--- src/rtl/nqfs_pkg.sv ---
// ----------------------------------------------------------------------------
// N-queens first-solution search: shared definitions
// Sizes, widths, controller states and the command and status words that pass
// between the controller and the datapath.
// ----------------------------------------------------------------------------
package nqfs_pkg;

  localparam int MAX_SIZE   = 16;
  localparam int SIZE_LIMIT = (MAX_SIZE < 16) ? MAX_SIZE : 16;
  localparam int SIZE_W     = 5;
  localparam int FIELD_W    = 4;
  localparam int ROW_W      = $clog2(SIZE_LIMIT);
  localparam int CNT_W      = $clog2(SIZE_LIMIT + 1);
  localparam int DIAG_N     = 2 * SIZE_LIMIT - 1;
  localparam int DIAG_W     = $clog2(DIAG_N);

  typedef enum logic [2:0] {
    ST_IDLE,
    ST_SEARCH,
    ST_BT_APPLY,
    ST_EMIT_READ,
    ST_EMIT_LOAD,
    ST_OUT
  } nqfs_state_e;

  typedef struct packed {
    logic start;
    logic place;
    logic advance;
    logic bt_read;
    logic bt_apply;
    logic emit_start;
    logic load_result;
    logic load_fail;
    logic emit_next;
  } nqfs_cmd_t;

  typedef struct packed {
    logic size_ok;
    logic row_full;
    logic col_full;
    logic row_zero;
    logic square_free;
    logic out_last;
  } nqfs_status_t;

endpackage

--- src/rtl/nqfs_ctrl.sv ---
// ----------------------------------------------------------------------------
// N-queens first-solution search: controller
// Sequences the search, the backtracking and the emission of result words.
// ----------------------------------------------------------------------------
module nqfs_ctrl (
  input  logic                  clk_i,
  input  logic                  rst_ni,
  input  logic                  in_valid_i,
  output logic                  in_ready_o,
  output logic                  out_valid_o,
  input  logic                  out_ready_i,
  input  nqfs_pkg::nqfs_status_t status_i,
  output nqfs_pkg::nqfs_cmd_t    cmd_o
);

  nqfs_pkg::nqfs_state_e state_q, state_d;

  always_ff @(posedge clk_i or negedge rst_ni) begin
    if (!rst_ni) begin
      state_q <= nqfs_pkg::ST_IDLE;
    end else begin
      state_q <= state_d;
    end
  end

  always_comb begin
    state_d = state_q;
    case (state_q)
      nqfs_pkg::ST_IDLE: begin
        if (in_valid_i) begin
          state_d = status_i.size_ok ? nqfs_pkg::ST_SEARCH : nqfs_pkg::ST_OUT;
        end
      end
      nqfs_pkg::ST_SEARCH: begin
        if (status_i.row_full) begin
          state_d = nqfs_pkg::ST_EMIT_READ;
        end else if (status_i.col_full) begin
          state_d = status_i.row_zero ? nqfs_pkg::ST_OUT : nqfs_pkg::ST_BT_APPLY;
        end
      end
      nqfs_pkg::ST_BT_APPLY:  state_d = nqfs_pkg::ST_SEARCH;
      nqfs_pkg::ST_EMIT_READ: state_d = nqfs_pkg::ST_EMIT_LOAD;
      nqfs_pkg::ST_EMIT_LOAD: state_d = nqfs_pkg::ST_OUT;
      nqfs_pkg::ST_OUT: begin
        if (out_ready_i) begin
          state_d = status_i.out_last ? nqfs_pkg::ST_IDLE : nqfs_pkg::ST_EMIT_READ;
        end
      end
      default: state_d = nqfs_pkg::ST_IDLE;
    endcase
  end

  always_comb begin
    cmd_o       = '0;
    in_ready_o  = 1'b0;
    out_valid_o = 1'b0;
    case (state_q)
      nqfs_pkg::ST_IDLE: begin
        in_ready_o = 1'b1;
        if (in_valid_i) begin
          cmd_o.start     = status_i.size_ok;
          cmd_o.load_fail = !status_i.size_ok;
        end
      end
      nqfs_pkg::ST_SEARCH: begin
        if (status_i.row_full) begin
          cmd_o.emit_start = 1'b1;
        end else if (status_i.col_full) begin
          cmd_o.load_fail = status_i.row_zero;
          cmd_o.bt_read   = !status_i.row_zero;
        end else if (status_i.square_free) begin
          cmd_o.place = 1'b1;
        end else begin
          cmd_o.advance = 1'b1;
        end
      end
      nqfs_pkg::ST_BT_APPLY:  cmd_o.bt_apply = 1'b1;
      nqfs_pkg::ST_EMIT_READ: ;
      nqfs_pkg::ST_EMIT_LOAD: cmd_o.load_result = 1'b1;
      nqfs_pkg::ST_OUT: begin
        out_valid_o = 1'b1;
        cmd_o.emit_next = out_ready_i && !status_i.out_last;
      end
      default: ;
    endcase
  end

endmodule

--- src/rtl/nqfs_datapath.sv ---
// ----------------------------------------------------------------------------
// N-queens first-solution search: datapath
// Holds the placed-column stack, the occupancy masks for columns and both
// diagonals, the search counters and the result word register.
// ----------------------------------------------------------------------------
module nqfs_datapath (
  input  logic                          clk_i,
  input  logic                          rst_ni,
  input  logic [nqfs_pkg::SIZE_W-1:0]   board_size_i,
  input  nqfs_pkg::nqfs_cmd_t           cmd_i,
  output nqfs_pkg::nqfs_status_t        status_o,
  output logic [nqfs_pkg::FIELD_W-1:0]  row_index_o,
  output logic [nqfs_pkg::FIELD_W-1:0]  queen_column_o,
  output logic                          solved_o,
  output logic                          last_row_o
);

  logic [nqfs_pkg::ROW_W-1:0]     stack_mem [nqfs_pkg::SIZE_LIMIT];
  logic [nqfs_pkg::ROW_W-1:0]     rd_data_q;
  logic [nqfs_pkg::ROW_W-1:0]     rd_addr;

  logic [nqfs_pkg::CNT_W-1:0]     size_q;
  logic [nqfs_pkg::CNT_W-1:0]     row_q, row_d;
  logic [nqfs_pkg::CNT_W-1:0]     col_q, col_d;
  logic [nqfs_pkg::CNT_W-1:0]     emit_q, emit_d;
  logic [nqfs_pkg::SIZE_LIMIT-1:0] col_mask_q;
  logic [nqfs_pkg::DIAG_N-1:0]    sum_mask_q;
  logic [nqfs_pkg::DIAG_N-1:0]    dif_mask_q;

  logic [nqfs_pkg::FIELD_W-1:0]   row_index_q;
  logic [nqfs_pkg::FIELD_W-1:0]   queen_column_q;
  logic                           solved_q;
  logic                           last_row_q;

  logic [nqfs_pkg::ROW_W-1:0]     row_lo;
  logic [nqfs_pkg::ROW_W-1:0]     col_lo;
  logic [nqfs_pkg::ROW_W-1:0]     mark_col;
  logic [nqfs_pkg::DIAG_W-1:0]    sum_idx;
  logic [nqfs_pkg::DIAG_W-1:0]    dif_idx;
  logic                           emit_last;

  assign row_lo   = row_q[nqfs_pkg::ROW_W-1:0];
  assign col_lo   = col_q[nqfs_pkg::ROW_W-1:0];
  assign mark_col = cmd_i.bt_apply ? rd_data_q : col_lo;
  assign sum_idx  = nqfs_pkg::DIAG_W'(row_lo) + nqfs_pkg::DIAG_W'(mark_col);
  assign dif_idx  = nqfs_pkg::DIAG_W'(row_lo) + nqfs_pkg::DIAG_W'(nqfs_pkg::SIZE_LIMIT - 1)
                  - nqfs_pkg::DIAG_W'(mark_col);
  assign rd_addr  = cmd_i.bt_read ? row_d[nqfs_pkg::ROW_W-1:0]
                                  : emit_q[nqfs_pkg::ROW_W-1:0];
  assign emit_last = (emit_q + nqfs_pkg::CNT_W'(1)) == size_q;

  always_comb begin
    status_o.size_ok     = (board_size_i != '0) &&
                           (board_size_i <= nqfs_pkg::SIZE_W'(nqfs_pkg::SIZE_LIMIT));
    status_o.row_full    = row_q == size_q;
    status_o.col_full    = col_q == size_q;
    status_o.row_zero    = row_q == '0;
    status_o.square_free = !col_mask_q[col_lo] && !sum_mask_q[sum_idx] && !dif_mask_q[dif_idx];
    status_o.out_last    = last_row_q;
  end

  always_comb begin
    row_d  = row_q;
    col_d  = col_q;
    emit_d = emit_q;
    if (cmd_i.start) begin
      row_d = '0;
      col_d = '0;
    end else if (cmd_i.place) begin
      row_d = row_q + nqfs_pkg::CNT_W'(1);
      col_d = '0;
    end else if (cmd_i.advance) begin
      col_d = col_q + nqfs_pkg::CNT_W'(1);
    end else if (cmd_i.bt_read) begin
      row_d = row_q - nqfs_pkg::CNT_W'(1);
    end else if (cmd_i.bt_apply) begin
      col_d = nqfs_pkg::CNT_W'(rd_data_q) + nqfs_pkg::CNT_W'(1);
    end
    if (cmd_i.emit_start) begin
      emit_d = '0;
    end else if (cmd_i.emit_next) begin
      emit_d = emit_q + nqfs_pkg::CNT_W'(1);
    end
  end

  always_ff @(posedge clk_i or negedge rst_ni) begin
    if (!rst_ni) begin
      row_q  <= '0;
      col_q  <= '0;
      emit_q <= '0;
    end else begin
      row_q  <= row_d;
      col_q  <= col_d;
      emit_q <= emit_d;
    end
  end

  always_ff @(posedge clk_i) begin
    if (cmd_i.place) begin
      stack_mem[row_lo] <= col_lo;
    end
    rd_data_q <= stack_mem[rd_addr];
  end

  always_ff @(posedge clk_i) begin
    if (cmd_i.start) begin
      size_q     <= board_size_i[nqfs_pkg::CNT_W-1:0];
      col_mask_q <= '0;
      sum_mask_q <= '0;
      dif_mask_q <= '0;
    end else if (cmd_i.place || cmd_i.bt_apply) begin
      col_mask_q[mark_col] <= cmd_i.place;
      sum_mask_q[sum_idx]  <= cmd_i.place;
      dif_mask_q[dif_idx]  <= cmd_i.place;
    end
  end

  always_ff @(posedge clk_i) begin
    if (cmd_i.load_fail) begin
      row_index_q    <= '0;
      queen_column_q <= '0;
      solved_q       <= 1'b0;
      last_row_q     <= 1'b1;
    end else if (cmd_i.load_result) begin
      row_index_q    <= nqfs_pkg::FIELD_W'(emit_q);
      queen_column_q <= nqfs_pkg::FIELD_W'(rd_data_q);
      solved_q       <= 1'b1;
      last_row_q     <= emit_last;
    end
  end

  assign row_index_o    = row_index_q;
  assign queen_column_o = queen_column_q;
  assign solved_o       = solved_q;
  assign last_row_o     = last_row_q;

endmodule

--- src/rtl/n_queens_first_solution_search_top.sv ---
// ----------------------------------------------------------------------------
// N-queens first-solution search: top level
// Takes a board size and returns the first placement found by a depth-first
// search, one word per row.
// ----------------------------------------------------------------------------
// A request word carries a board size from 1 to 16; the block then searches
// rows in order and columns in ascending order, trying one column at a time
// and stepping back to an earlier row through a read of the column stack and
// a clearing of that queen's masks, resuming at the next column. Each result
// word then passes through a stack read, a load of the result register and
// the output state, where it waits for the output side. Sizes of zero, above
// 16, and the unsolvable sizes 2 and 3 give a single word with solved cleared.
// A new request is taken only after the final word of a run has been accepted.
module n_queens_first_solution_search_top (
  input  logic                         clk_i,
  input  logic                         rst_ni,
  input  logic                         in_valid_i,
  output logic                         in_ready_o,
  input  logic [nqfs_pkg::SIZE_W-1:0]  board_size_i,
  output logic                         out_valid_o,
  input  logic                         out_ready_i,
  output logic [nqfs_pkg::FIELD_W-1:0] row_index_o,
  output logic [nqfs_pkg::FIELD_W-1:0] queen_column_o,
  output logic                         solved_o,
  output logic                         last_row_o
);

  nqfs_pkg::nqfs_cmd_t    cmd;
  nqfs_pkg::nqfs_status_t status;

  nqfs_ctrl u_ctrl (
    .clk_i       (clk_i),
    .rst_ni      (rst_ni),
    .in_valid_i  (in_valid_i),
    .in_ready_o  (in_ready_o),
    .out_valid_o (out_valid_o),
    .out_ready_i (out_ready_i),
    .status_i    (status),
    .cmd_o       (cmd)
  );

  nqfs_datapath u_datapath (
    .clk_i          (clk_i),
    .rst_ni         (rst_ni),
    .board_size_i   (board_size_i),
    .cmd_i          (cmd),
    .status_o       (status),
    .row_index_o    (row_index_o),
    .queen_column_o (queen_column_o),
    .solved_o       (solved_o),
    .last_row_o     (last_row_o)
  );

endmodule
--- config.mk ---
export PLATFORM = sky130hd
export DESIGN_NAME = n_queens_first_solution_search_top
export DESIGN_NICKNAME = d
export VERILOG_FILES = /design/src/rtl/nqfs_pkg.sv /design/src/rtl/nqfs_ctrl.sv /design/src/rtl/nqfs_datapath.sv /design/src/rtl/n_queens_first_solution_search_top.sv
export SDC_FILE = /design/constraint.sdc
export NUM_CORES = 1
export LEC_CHECK = 0
export ABC_AREA = 1
export BUFFER_PORTS_ARGS = -buffer_cell sky130_fd_sc_hd__buf_2
export CAP_MARGIN = 20
export CELL_PAD_IN_SITES_DETAIL_PLACEMENT = 1
export CELL_PAD_IN_SITES_GLOBAL_PLACEMENT = 2
export CORE_MARGIN = 2
export CORE_UTILIZATION = 36
export DETAILED_ROUTE_END_ITERATION = 10
export HOLD_SLACK_MARGIN = 0.08
export PLACE_DENSITY = 0.76
export SYNTH_ARGS = -nofsm -noshare
export SYNTH_HDL_FRONTEND = slang
export SYNTH_SLANG_ARGS = --single-unit
--- constraint.sdc ---
create_clock -name clk_i -period 10.81 [get_ports clk_i]
set_input_delay 1.081 -clock clk_i [delete_from_list [all_inputs] [get_ports clk_i]]
set_output_delay 1.081 -clock clk_i [all_outputs]
set_load 0.1 [all_outputs]
After elaboration in Yosys (flattened, before gate mapping). Memory sizes are Yosys's and may differ from the RTL's. A register that Yosys moved wholly into a read port is not among the register bits. Index checks and enable logic that the tools add are counted.

Word-level logic and storage cells: 123. Bits in registers: 111. Latch bits: 0. Output and inout port bits: 12. Memories kept: 1. RAM bits: 64. Bits in read-only memories: 0.

Shifts and indexed selects: 0. $add $sub $neg: 8. Reduce and logical (&&, ||, !) cells: 23. Muxes and demuxes: 57. Divide/modulo/power cells: 0. Bitwise logic cells: 0. $lt $le $gt $ge: 8. Eq/ne operators: 13. Multiply operators: 0.

Memories: u_datapath.stack_mem (depth 16, width 4, rd ports 1, clocked after Yosys merged registers in 1, wr ports 1, line nqfs_datapath.sv:18) `logic [nqfs_pkg::ROW_W-1:0] stack_mem [nqfs_pkg::SIZE_LIMIT];`.

Operators by type and width (count): $bwmux W31 (2); $mux W5 (11); $mux W3 (8); $mux W1 (23); $pmux W3 S6 (1); $bwmux W16 (1); $add A5 B1 Y5 const B (3); $eq A5 B5 Y1 (3); $lt A5 B6 Y1 const B (2); $bmux W1 S5 (2); $demux W1 S5 (2); $ge A5 B1 Y1 const B (2); $lt A4 B5 Y1 const B (2); $mux W4 (2); $logic_and A1 B1 Y1 (7); $eq A3 B2 Y1 const B (2); $eq A3 B3 Y1 const B (2); $logic_not A1 Y1 (6); $add A4 B1 Y5 const B (1); $add A4 B4 Y5 (1); $add A4 B4 Y5 const B (1); $le A5 B5 Y1 const B (1); $logic_not A5 Y1 (1); $reduce_bool A5 Y1 (1); other kinds (19) (22).

Longest topological paths before layout. Gate-level depths: netlist of run 1.

Depth after elaboration: 18. Depth in mapped cells: 29. Mapped depth without buffers: 29.

Modules after synthesis. From an unflattened synthesis of run 1, not the netlist that was laid out.

Cell total of the unflattened synthesis: 1194. Area, all modules: 9396.5 sq um.

Modules (own cells, without submodules): nqfs_datapath (area each 9068.7 sq um, cells an instance 1136, instances 1); nqfs_ctrl (area each 327.8 sq um, cells an instance 58, instances 1).

Least setup slack after synthesis of run 1. OpenSTA, ideal clock, no wires.

Kind: reg2reg. From: register u_datapath.col_q[0] (netlist name). To: memory u_datapath.stack_mem[0][0] (netlist name) (enable). Clock period less this slack: 3.920 ns. Arrival: 3.591 ns. Required time: 10.481 ns. Stages on the path, launching flop included: 21. Setup slack: 6.890 ns. Path through: dfrtp_1 > inv_1 > o21ai_0 > ha_1 > inv_1 > fa_1 > xnor2_2 > inv_2 > nand2_1 > nand2_1 > nand2_1 > nand2_1 > nand2_1 > nand2_1 > nor2_1 > nand4_4 > inv_2 > buf_4 > buf_2 > nand2_1 > nor2_1.

Cells in the longest elaborated chain, start to end: 13. Elaborated cells on any way between the ends: 21. Classes of those cells: 2 x add/sub; 1 x eq/ne; 13 x mux; 5 x reduce/logical.

RTL lines: start, declared (line nqfs_datapath.sv:24) `logic [nqfs_pkg::CNT_W-1:0] col_q, col_d;`; start signal, assigned (line nqfs_datapath.sv:93) `col_q <= col_d;`; $mux W4 (line nqfs_datapath.sv:44) `assign mark_col = cmd_i.bt_apply ? rd_data_q : col_lo;`; $add A4 B4 Y5 (line nqfs_datapath.sv:45) `assign sum_idx = nqfs_pkg::DIAG_W'(row_lo) + nqfs_pkg::DIAG_W'(mark_col);`; $bmux W1 S5 (line nqfs_datapath.sv:58) `status_o.square_free = !col_mask_q[col_lo] && !sum_mask_q[sum_idx] && !dif_mask_q[dif_idx];`; $mux W1 (implied by the code) (line nqfs_datapath.sv:58); $logic_not A1 Y1 (line nqfs_datapath.sv:58); $logic_and A1 B1 Y1 (2 in a row) (line nqfs_datapath.sv:58); $mux W1 (line nqfs_ctrl.sv:71) `end else if (status_i.square_free) begin`; $mux W2 (*) (line nqfs_ctrl.sv:68) `end else if (status_i.col_full) begin`; $mux W3 (*) (line nqfs_ctrl.sv:66) `if (status_i.row_full) begin`; $mux W3 (*) (line nqfs_ctrl.sv:57) `case (state_q)`; $mux W1 (*) (line nqfs_datapath.sv:99) `if (cmd_i.place) begin`; $mux W1 (implied by the code) (*) (line nqfs_datapath.sv:100) `stack_mem[row_lo] <= col_lo;`; end, declared (line nqfs_datapath.sv:18).

Every way passes the cells marked *; elsewhere a longest branch is shown, timed or not. The select of a mux whose other input is x is not followed.

Worst setup path in the final report of run 1.
From: register u_datapath.col_q[3] (netlist name). To: memory u_datapath.stack_mem[7][1] (netlist name) (enable).

The elaborated chain is that of the path after synthesis.

==> impl_metrics.json, run 1 <==
{
  "drive_above_1_share": 0.0858,
  "min_to": "u_datapath.col_mask_q[10]",
  "r2r_start": "u_datapath.col_q[3]",
  "grtUsageTotal": 0.208,
  "clock_latency_ns": 0.44,
  "antenna_cells": 0,
  "outcome": "complete, no violations",
  "core_um2": 24900,
  "hold_viol": 0,
  "first_iter_violations": 419,
  "slew_viol_final": 0,
  "grt_max_degree": 65,
  "synth-edff-count": 69,
  "cts_buffers": 17,
  "yosysMostFrequentCell": "nand2_1",
  "cts_tree": "built",
  "grt_antenna_before_repair": 0,
  "yosys.area.top_type_share": 0.229,
  "yosys_warnings": 0,
  "routed_wl_um": 26500,
  "finalCriticalPeriod_ns": 5.17,
  "critPathMaxStageDelay_ns": 0.90,
  "yosys-top-cells-count": "nand2_1, nand3_1, inv_1, a21oi_1, nor2_1",
  "synthCells": 1148,
  "holdPathStages": 2,
  "vias_per_cell": 5.12,
  "fmax_mhz": 193,
  "startpoint_type": "flip-flop",
  "critPathBufInv": 3,
  "die-height_um": 163,
  "grt_pass1_vias": 7796,
  "drc_errors": 0,
  "critical_path_class": "reg2reg",
  "reg2reg_setup_slack_ns": 5.64,
  "syn-cell-area_um2": 9040,
  "yosys-top-cells-area": "edfxtp_1, dfxtp_1, nand2_1, nand3_1, a21oi_1",
  "ys_ff_latch": 179,
  "place_hpwl_um": 18100,
  "gp_congestion": 0.809,
  "critPathRequiredTime_ns": 10.91,
  "clkSinkCount": 179,
  "firstDrtPassIters": 4,
  "grt_pass1_wl_um": 43300,
  "skew_ns": 0.0175,
  "hold_path_class": "reg2reg",
  "fp-row-count": 58,
  "crit_family": "simple AND/OR/NAND/NOR gates",
  "syn_avg_cell_area_um2": 7.88,
  "worstHoldStart": "u_datapath.col_mask_q[10]",
  "detail-route-antenna-nets": 0,
  "path_clk_slew_ns": 0.08,
  "crit_path_max_fanout": 38,
  "async_flop_share": 0.101,
  "initial_core_util": 0.363,
  "crit_arrival_ns": 5.27,
  "htree_levels": 4,
  "setup_viol": 0,
  "cts_resized": 0,
  "reg2reg_to": "u_datapath.stack_mem[7][1]",
  "fin_area_um2": 10100,
  "post_cts_buffers": 0,
  "hold_buffers": 0,
  "period_share": 0.478,
  "drv_cap": 0,
  "vias": 7665,
  "area_growth_pct": 11.3,
  "synth_cell_type_count": 47,
  "die_width_um": 163,
  "path_cells": "inv_1 -> o21ai_0 -> ha_1 -> a21o_1 -> a31oi_1 -> inv_1 -> nand3_1 -> nand2_1 -> nor2_1 -> nand4_4 -> inv_2 -> nand2_1 -> nor2_1",
  "synth_top_area_cell": "edfxtp_1",
  "io_pins": 21,
  "crit_slowest_cell": "dfrtp_1",
  "synth.net_count": 1173,
  "relSlewSlack": 0.309,
  "yosysSeqAreaShare": 0.483,
  "globalRouteOverflowTotal": 0,
  "clockBufferDepth": 2,
  "die_area_um2": 26400,
  "rsz0062_at_grt": "no",
  "ys.flop_type": "dfxtp_1",
  "numPortBuffers": 20,
  "placed_cell_area_um2": 9430,
  "nFillCells": 3017,
  "endpoint_kind": "flip-flop",
  "cts-root-buf": "clkbuf_16",
  "final.setup.tns_ns": 0,
  "nets": 1178,
  "tightest_slew_ns": 1.03,
  "wire_per_inst_um": 17.7,
  "r2r_cells": 13
}
kinds of logic after synthesis:
logic type,after synthesis,share of synthesized area
compound gates,251,0.150
xor+xnor,22,0.0221
flops,179,0.483
buf+inv,181,0.0801
simple gates,499,0.242
fa+ha+maj,16,0.0230
worst max-delay path by stage:
| stage | slack (ns) | end | from | cells after the start |
|---|---|---|---|---|
| floorplan | 6.89 | u_datapath.stack_mem[0][0] | u_datapath.col_q[0] | 20 |
| global placement | 5.59 | u_datapath.stack_mem[6][3] | u_datapath.col_q[3] | 13 |
| detailed placement | 5.62 | u_datapath.stack_mem[7][3] | u_datapath.col_q[3] | 13 |
| CTS | 5.62 | u_datapath.stack_mem[7][1] | u_datapath.col_q[3] | 13 |
| global route | 5.25 | u_datapath.sum_mask_q[21] | u_ctrl.state_q[1] | 25 |
| finish | 5.64 | u_datapath.stack_mem[7][1] | u_datapath.col_q[3] | 13 |
flip-flops by register name, summed over array words and instances (netlist names), 5 cells and up:
register and cells:
u_datapath.stack_mem 64, u_datapath.dif_mask_q 31, u_datapath.sum_mask_q 31, u_datapath.col_mask_q 16, u_datapath.col_q 5, u_datapath.emit_q 5, u_datapath.row_q 5, u_datapath.size_q 5
worst min-delay path: stages (launching register included):
cell	delay (ns)
dfxtp_1	0.31
inv_1	0.04
a21oi_1	0.05
final cells by class:
class	instances	area [µm²]	share of cell area
clock buffer	17	425	0.0422
clock inverter	15	213	0.0211
inverter	140	526	0.0522
multi-input combinational	788	3970	0.394
sequential	179	4360	0.433
tap	330	413	0.0410
timing repair buffer	27	160	0.0159
per-layer routing:
| metal | vias to the layer above | GRT usage | routed length, µm |
|---|---|---|---|
| li1 | 3863 | - | - |
| met1 | 3708 | 0.284 | 12600 |
| met2 | 75 | 0.356 | 12900 |
| met3 | 19 | 0.0270 | 681 |
| met4 | 0 | 0.0451 | 267 |
| met5 | - | 0 | 0 |
per-stage QoR:
step	utilization	hold WS [ns]	cells	worst slack, ns
after global routing	0.405	0.481	1496	5.25
after detailed placement	0.379	0.438	1464	5.62
after global placement	0.378	0.435	1463	5.59
after CTS	0.405	0.450	1496	5.62
after floorplan	-	0.422	1148	6.89
final	0.405	0.447	1496	5.64
cells in the final DEF, fill, tap and decap left out, types with 2 or more instances in the layout:
cell type	Yosys	layout
inv_12	0	3
clkinv_8	0	4
o21ai_1	11	11
buf_4	4	6
inv_6	0	4
nand4_1	15	15
inv_8	0	3
xnor2_1	7	7
inv_1	124	124
nand3_1	125	124
nor3_1	7	7
nor4_1	2	2
ha_1	15	15
nor3_2	2	2
a22oi_1	4	4
a21oi_1	115	115
inv_2	15	15
buf_2	12	20
nor2_1	106	106
nand2_2	10	10
edfxtp_1	69	69
nor2_2	3	3
nand2_1	220	220
clkbuf_16	0	17
dfxtp_1	92	92
o21ai_0	84	84
o211ai_1	20	20
a31oi_1	2	2
nor2_4	2	2
xor2_1	14	14
o22ai_1	5	5
o2111ai_1	3	3
dfrtp_1	18	18
or2_2	2	2
Power of run 1 is left out: the tool's default activity adds up to more than one toggle a clock period on the data nets, which glitch-free logic cannot reach.
==> run 2: changes to the inputs <==
clock period = 5.28 ns   (was 10.81 ns; I/O delays follow)
==> run 2 against run 1 <==
Compared with the run above: hold slack lost 0.17 ns; first-iteration DRC count shrank 9.5%; flip-flop and latch count is the same; cell count grew 0.33%; utilization shrank 0.090 points; critical path depth grew 11; critical endpoint is now u_datapath.row_q[3]; largest cell class unchanged.
==> impl_metrics.json, run 2 (same netlist as run 1, synthesis figures left out) <==
{
  "outcome": "complete, no violations",
  "io_pins": 21,
  "crit_arrival_ns": 5.11,
  "crit_family": "simple AND/OR/NAND/NOR gates",
  "post_cts_buffers": 0,
  "critical_path_class": "reg2reg",
  "holdPathStages": 1,
  "place_hpwl_um": 18400,
  "die_area_um2": 26400,
  "reg2reg_to": "u_datapath.row_q[3]",
  "hold_viol": 0,
  "grtUsageTotal": 0.211,
  "vias": 7694,
  "setup_viol": 0,
  "slew_viol_final": 0,
  "final.setup.tns_ns": 0,
  "drv_cap": 0,
  "wire_per_inst_um": 17.8,
  "die_width_um": 163,
  "detail-route-antenna-nets": 0,
  "die-height_um": 163,
  "startpoint_type": "flip-flop",
  "grt_pass1_vias": 7822,
  "drc_errors": 0,
  "crit_path_max_fanout": 53,
  "rsz0062_at_grt": "no",
  "reg2reg_setup_slack_ns": 0.54,
  "final_common_cell": "nand2_1",
  "largest_register": "u_datapath.stack_mem",
  "tightest_slew_ns": 1.06,
  "dp_cells": 1468,
  "numPortBuffers": 20,
  "worst_path_most_repeated_cell": "nand2_1",
  "final_cell_mix": "nand2_1, inv_1, nand3_1",
  "grt_pass1_wl_um": 43300,
  "r2r_cells": 24,
  "drive_above_1_share": 0.0880,
  "cts_buffers": 17,
  "nets": 1183,
  "placed_cell_area_um2": 9450,
  "path_clk_slew_ns": 0.08,
  "clkSinkCount": 179,
  "htree_levels": 4,
  "endpoint_kind": "flip-flop",
  "crit_cells": 24,
  "cts_resized": 0,
  "critPathRequiredTime_ns": 5.65,
  "clock_latency_ns": 0.45,
  "grt_antenna_before_repair": 0,
  "nFillCells": 3065,
  "period_share": 0.898,
  "globalRouteOverflowTotal": 0,
  "core_um2": 24900,
  "antenna_cells": 0,
  "hold_buffers": 1,
  "cts-root-buf": "clkbuf_16",
  "firstDrtPassIters": 4,
  "fp-row-count": 58,
  "initial_core_util": 0.363,
  "area_growth_pct": 11.1,
  "relSlewSlack": 0.295,
  "fin_cells": 1501,
  "r2r_start": "u_ctrl.state_q[2]",
  "critPathBufInv": 3,
  "largest_reg_flops": 64,
  "skew_ns": 0.0173,
  "clockBufferDepth": 2,
  "first_iter_violations": 379,
  "critPathMaxStageDelay_ns": 0.61,
  "routed_wl_um": 26700,
  "path_cells": "inv_1 -> nand2_1 -> nor2_4 -> nand2_1 -> o21ai_0 -> ha_1 -> inv_1 -> fa_1 -> nor2_1 -> nand2_1 -> nand4_1 -> nand2_1 -> nand2_1 -> nand2_1 -> nand2_1 -> nand2_1 -> nand2_1 -> nor2_1 -> nand4_4 -> buf_4 -> nand2_1 -> nand3_1 -> o21ai_0 -> a21oi_1",
  "cts_tree": "built",
  "crit_slowest_cell": "nor2_1",
  "fin_area_um2": 10000,
  "vias_per_cell": 5.13,
  "min_to": "u_datapath.size_q[1]",
  "gp_congestion": 0.825,
  "worstHoldStart": "board_size_i[1]",
  "grt_max_degree": 66,
  "hold_path_class": "in2reg",
  "finalCriticalPeriod_ns": 4.74,
  "top_regs": "u_datapath.stack_mem (64), u_datapath.dif_mask_q (31), u_datapath.sum_mask_q (31)",
  "fmax_mhz": 211
}
==> run 2: per-layer routing <==
metal / track usage / part of all wire / routed length (µm)
met5: 0 / 0 / 0
met4: 0.0479 / 0.011 / 305
met3: 0.0308 / 0.021 / 547
met2: 0.369 / 0.49 / 13200
met1: 0.276 / 0.47 / 12600
==> run 2: how the worst max path moves through the flow <==
stage                                    from                    endpoint
after floorplan           u_datapath.col_q[0]  u_datapath.stack_mem[0][0]
after global placement      u_ctrl.state_q[2]         u_datapath.row_q[3]
after detailed placement    u_ctrl.state_q[2]         u_datapath.row_q[3]
after CTS                   u_ctrl.state_q[2]         u_datapath.row_q[3]
after global routing        u_ctrl.state_q[2]         u_datapath.row_q[3]
final                       u_ctrl.state_q[2]         u_datapath.row_q[3]
==> run 2: area by class of cell <==
| cell class | instances | area (µm²) | area share |
|---|---|---|---|
| Multi-Input combinational cell | 788 | 3970 | 0.395 |
| Clock inverter | 15 | 158 | 0.0157 |
| Clock buffer | 17 | 425 | 0.0423 |
| Tap cell | 330 | 413 | 0.0411 |
| Timing Repair Buffer | 32 | 193 | 0.0192 |
| Sequential cell | 179 | 4360 | 0.434 |
| Inverter | 140 | 526 | 0.0523 |
==> run 2: through the flow <==
| step | worst slack [ns] | hold slack, ns | utilization |
|---|---|---|---|
| 3_5_place_dp | 0.558 | 0.437 | 0.380 |
| 5_1_grt | 0.146 | 0.261 | 0.404 |
| 6_report | 0.540 | 0.275 | 0.404 |
| 4_1_cts | 0.534 | 0.257 | 0.404 |
| 3_3_place_gp | 0.594 | 0.435 | 0.380 |
| 2_1_floorplan | 1.36 | 0.232 | - |
Power of run 2 is left out for the same reason.
==> run 3: changes to the inputs <==
CORE_UTILIZATION = 39   (was 36)
CTS_BUF_LIST = sky130_fd_sc_hd__clkbuf_8   (was default)
PLACE_DENSITY = 0.81   (was 0.76)
SETUP_SLACK_MARGIN = 0.05   (was default)
==> run 3 against run 2 <==
Compared with the run above: utilization rose by 3.0 points; register-to-register slack improved by 0.29 ns; worst setup slack improved by 0.29 ns; design area fell by 2.0%; flip-flop and latch count did not move; sequential share of layout area rose by 0.89 points; via count barely moved; fmax rose by 6.5%; count of clock-buffer cells in the layout did not move; die area fell by 7.5%.
==> impl_metrics.json, run 3 (same netlist as run 1, synthesis figures left out) <==
{
  "outcome": "complete, no violations",
  "final_cell_mix": "nand2_1, inv_1, nand3_1",
  "grt_pass1_wl_um": 42900,
  "critPathBufInv": 3,
  "place_hpwl_um": 18400,
  "startpoint_type": "flip-flop",
  "crit_family": "simple AND/OR/NAND/NOR gates",
  "die_width_um": 156,
  "final_common_cell": "nand2_1",
  "relSlewSlack": 0.301,
  "post_cts_buffers": 0,
  "clockBufferDepth": 2,
  "period_share": 0.843,
  "crit_path_max_fanout": 28,
  "top_regs": "u_datapath.stack_mem (64), u_datapath.dif_mask_q (31), u_datapath.sum_mask_q (31)",
  "wire_per_inst_um": 18.0,
  "routed_wl_um": 26200,
  "die-height_um": 156,
  "detail-route-antenna-nets": 0,
  "hold_path_class": "in2reg",
  "finalCriticalPeriod_ns": 4.45,
  "drv_cap": 0,
  "slew_viol_final": 0,
  "setup_viol": 0,
  "grt_max_degree": 66,
  "cts_tree": "built",
  "largest_reg_flops": 64,
  "nets": 1183,
  "endpoint_kind": "flip-flop",
  "path_clk_slew_ns": 0.11,
  "cts-root-buf": "clkbuf_8",
  "skew_ns": 0.0216,
  "clock_latency_ns": 0.48,
  "numPortBuffers": 20,
  "fmax_mhz": 225,
  "firstDrtPassIters": 5,
  "htree_levels": 4,
  "grt_antenna_before_repair": 0,
  "initial_core_util": 0.398,
  "first_iter_violations": 387,
  "crit_arrival_ns": 4.86,
  "area_growth_pct": 8.85,
  "vias": 7693,
  "critPathRequiredTime_ns": 5.69,
  "gp_congestion": 0.819,
  "grt_pass1_vias": 7968,
  "io_pins": 21,
  "antenna_cells": 0,
  "dp_slack_ns": 0.792,
  "largest_register": "u_datapath.stack_mem",
  "drive_above_1_share": 0.0888,
  "drc_errors": 0,
  "core_um2": 22700,
  "cts_buffers": 17,
  "fp-row-count": 55,
  "critPathMaxStageDelay_ns": 0.52,
  "rsz0062_at_grt": "no",
  "final.setup.tns_ns": 0,
  "grtUsageTotal": 0.226,
  "critical_path_class": "reg2reg",
  "clkSinkCount": 179,
  "globalRouteOverflowTotal": 0,
  "tightest_slew_ns": 1.04,
  "fin_ws_ns": 0.832,
  "nFillCells": 2821,
  "hold_viol": 0,
  "die_area_um2": 24400,
  "vias_per_cell": 5.28,
  "crit_slowest_cell": "fa_1",
  "worst_path_most_repeated_cell": "nand2_1"
}
## run 3: repair_timing
item                                    in CTS  in global routing
endpoints found under the setup margin       0                  0
hold endpoints to repair                    18                  0
gates resized for setup                      0                  0
hold buffers                                 1                  0
## run 3: layer usage
layer  global-route usage  vias up  wire, µm
li1                     -     3870         -
met5                    0        -         0
met3               0.0280       18       780
met4               0.0577        0       246
met1                0.291     3713     12100
met2                0.402       92     13100
## run 3: final timing paths
path / from / slack, ns / end / cells past startpoint
worst min-delay path: board_size_i[0] / 0.24 / u_datapath.size_q[0] / 1
worst max-delay path: u_ctrl.state_q[2] / 0.83 / u_datapath.dif_mask_q[0] / 25
worst min register to register: u_datapath.col_mask_q[2] / 0.45 / u_datapath.col_mask_q[2] / 2
max in group asynchronous: rst_ni / 4.39 / u_datapath.col_q[0] / 2
min in group asynchronous: rst_ni / 0.55 / u_datapath.emit_q[0] / 2
worst max register to register: u_ctrl.state_q[2] / 0.83 / u_datapath.dif_mask_q[0] / 25
## run 3: metrics by stage
stage                util  instance area [µm²]  cells  hold WS, ns
detailed placement  0.415                 9420   1423        0.441
finish              0.434                 9850   1456        0.240
global route        0.434                 9850   1456        0.219
global placement    0.413                 9390   1422        0.435
CTS                 0.434                 9850   1456        0.211
floorplan               -                 9040   1148        0.232
## run 3: final cells by class
cell class | instances | area, µm² | share of cell area
clock buffer | 17 | 234 | 0.0238
clock inverter | 15 | 184 | 0.0187
inverter | 140 | 526 | 0.0534
multi-input combinational | 788 | 3970 | 0.403
sequential | 179 | 4360 | 0.443
tap | 285 | 357 | 0.0362
timing repair buffer | 32 | 213 | 0.0216
Power of run 3 is left out for the same reason.
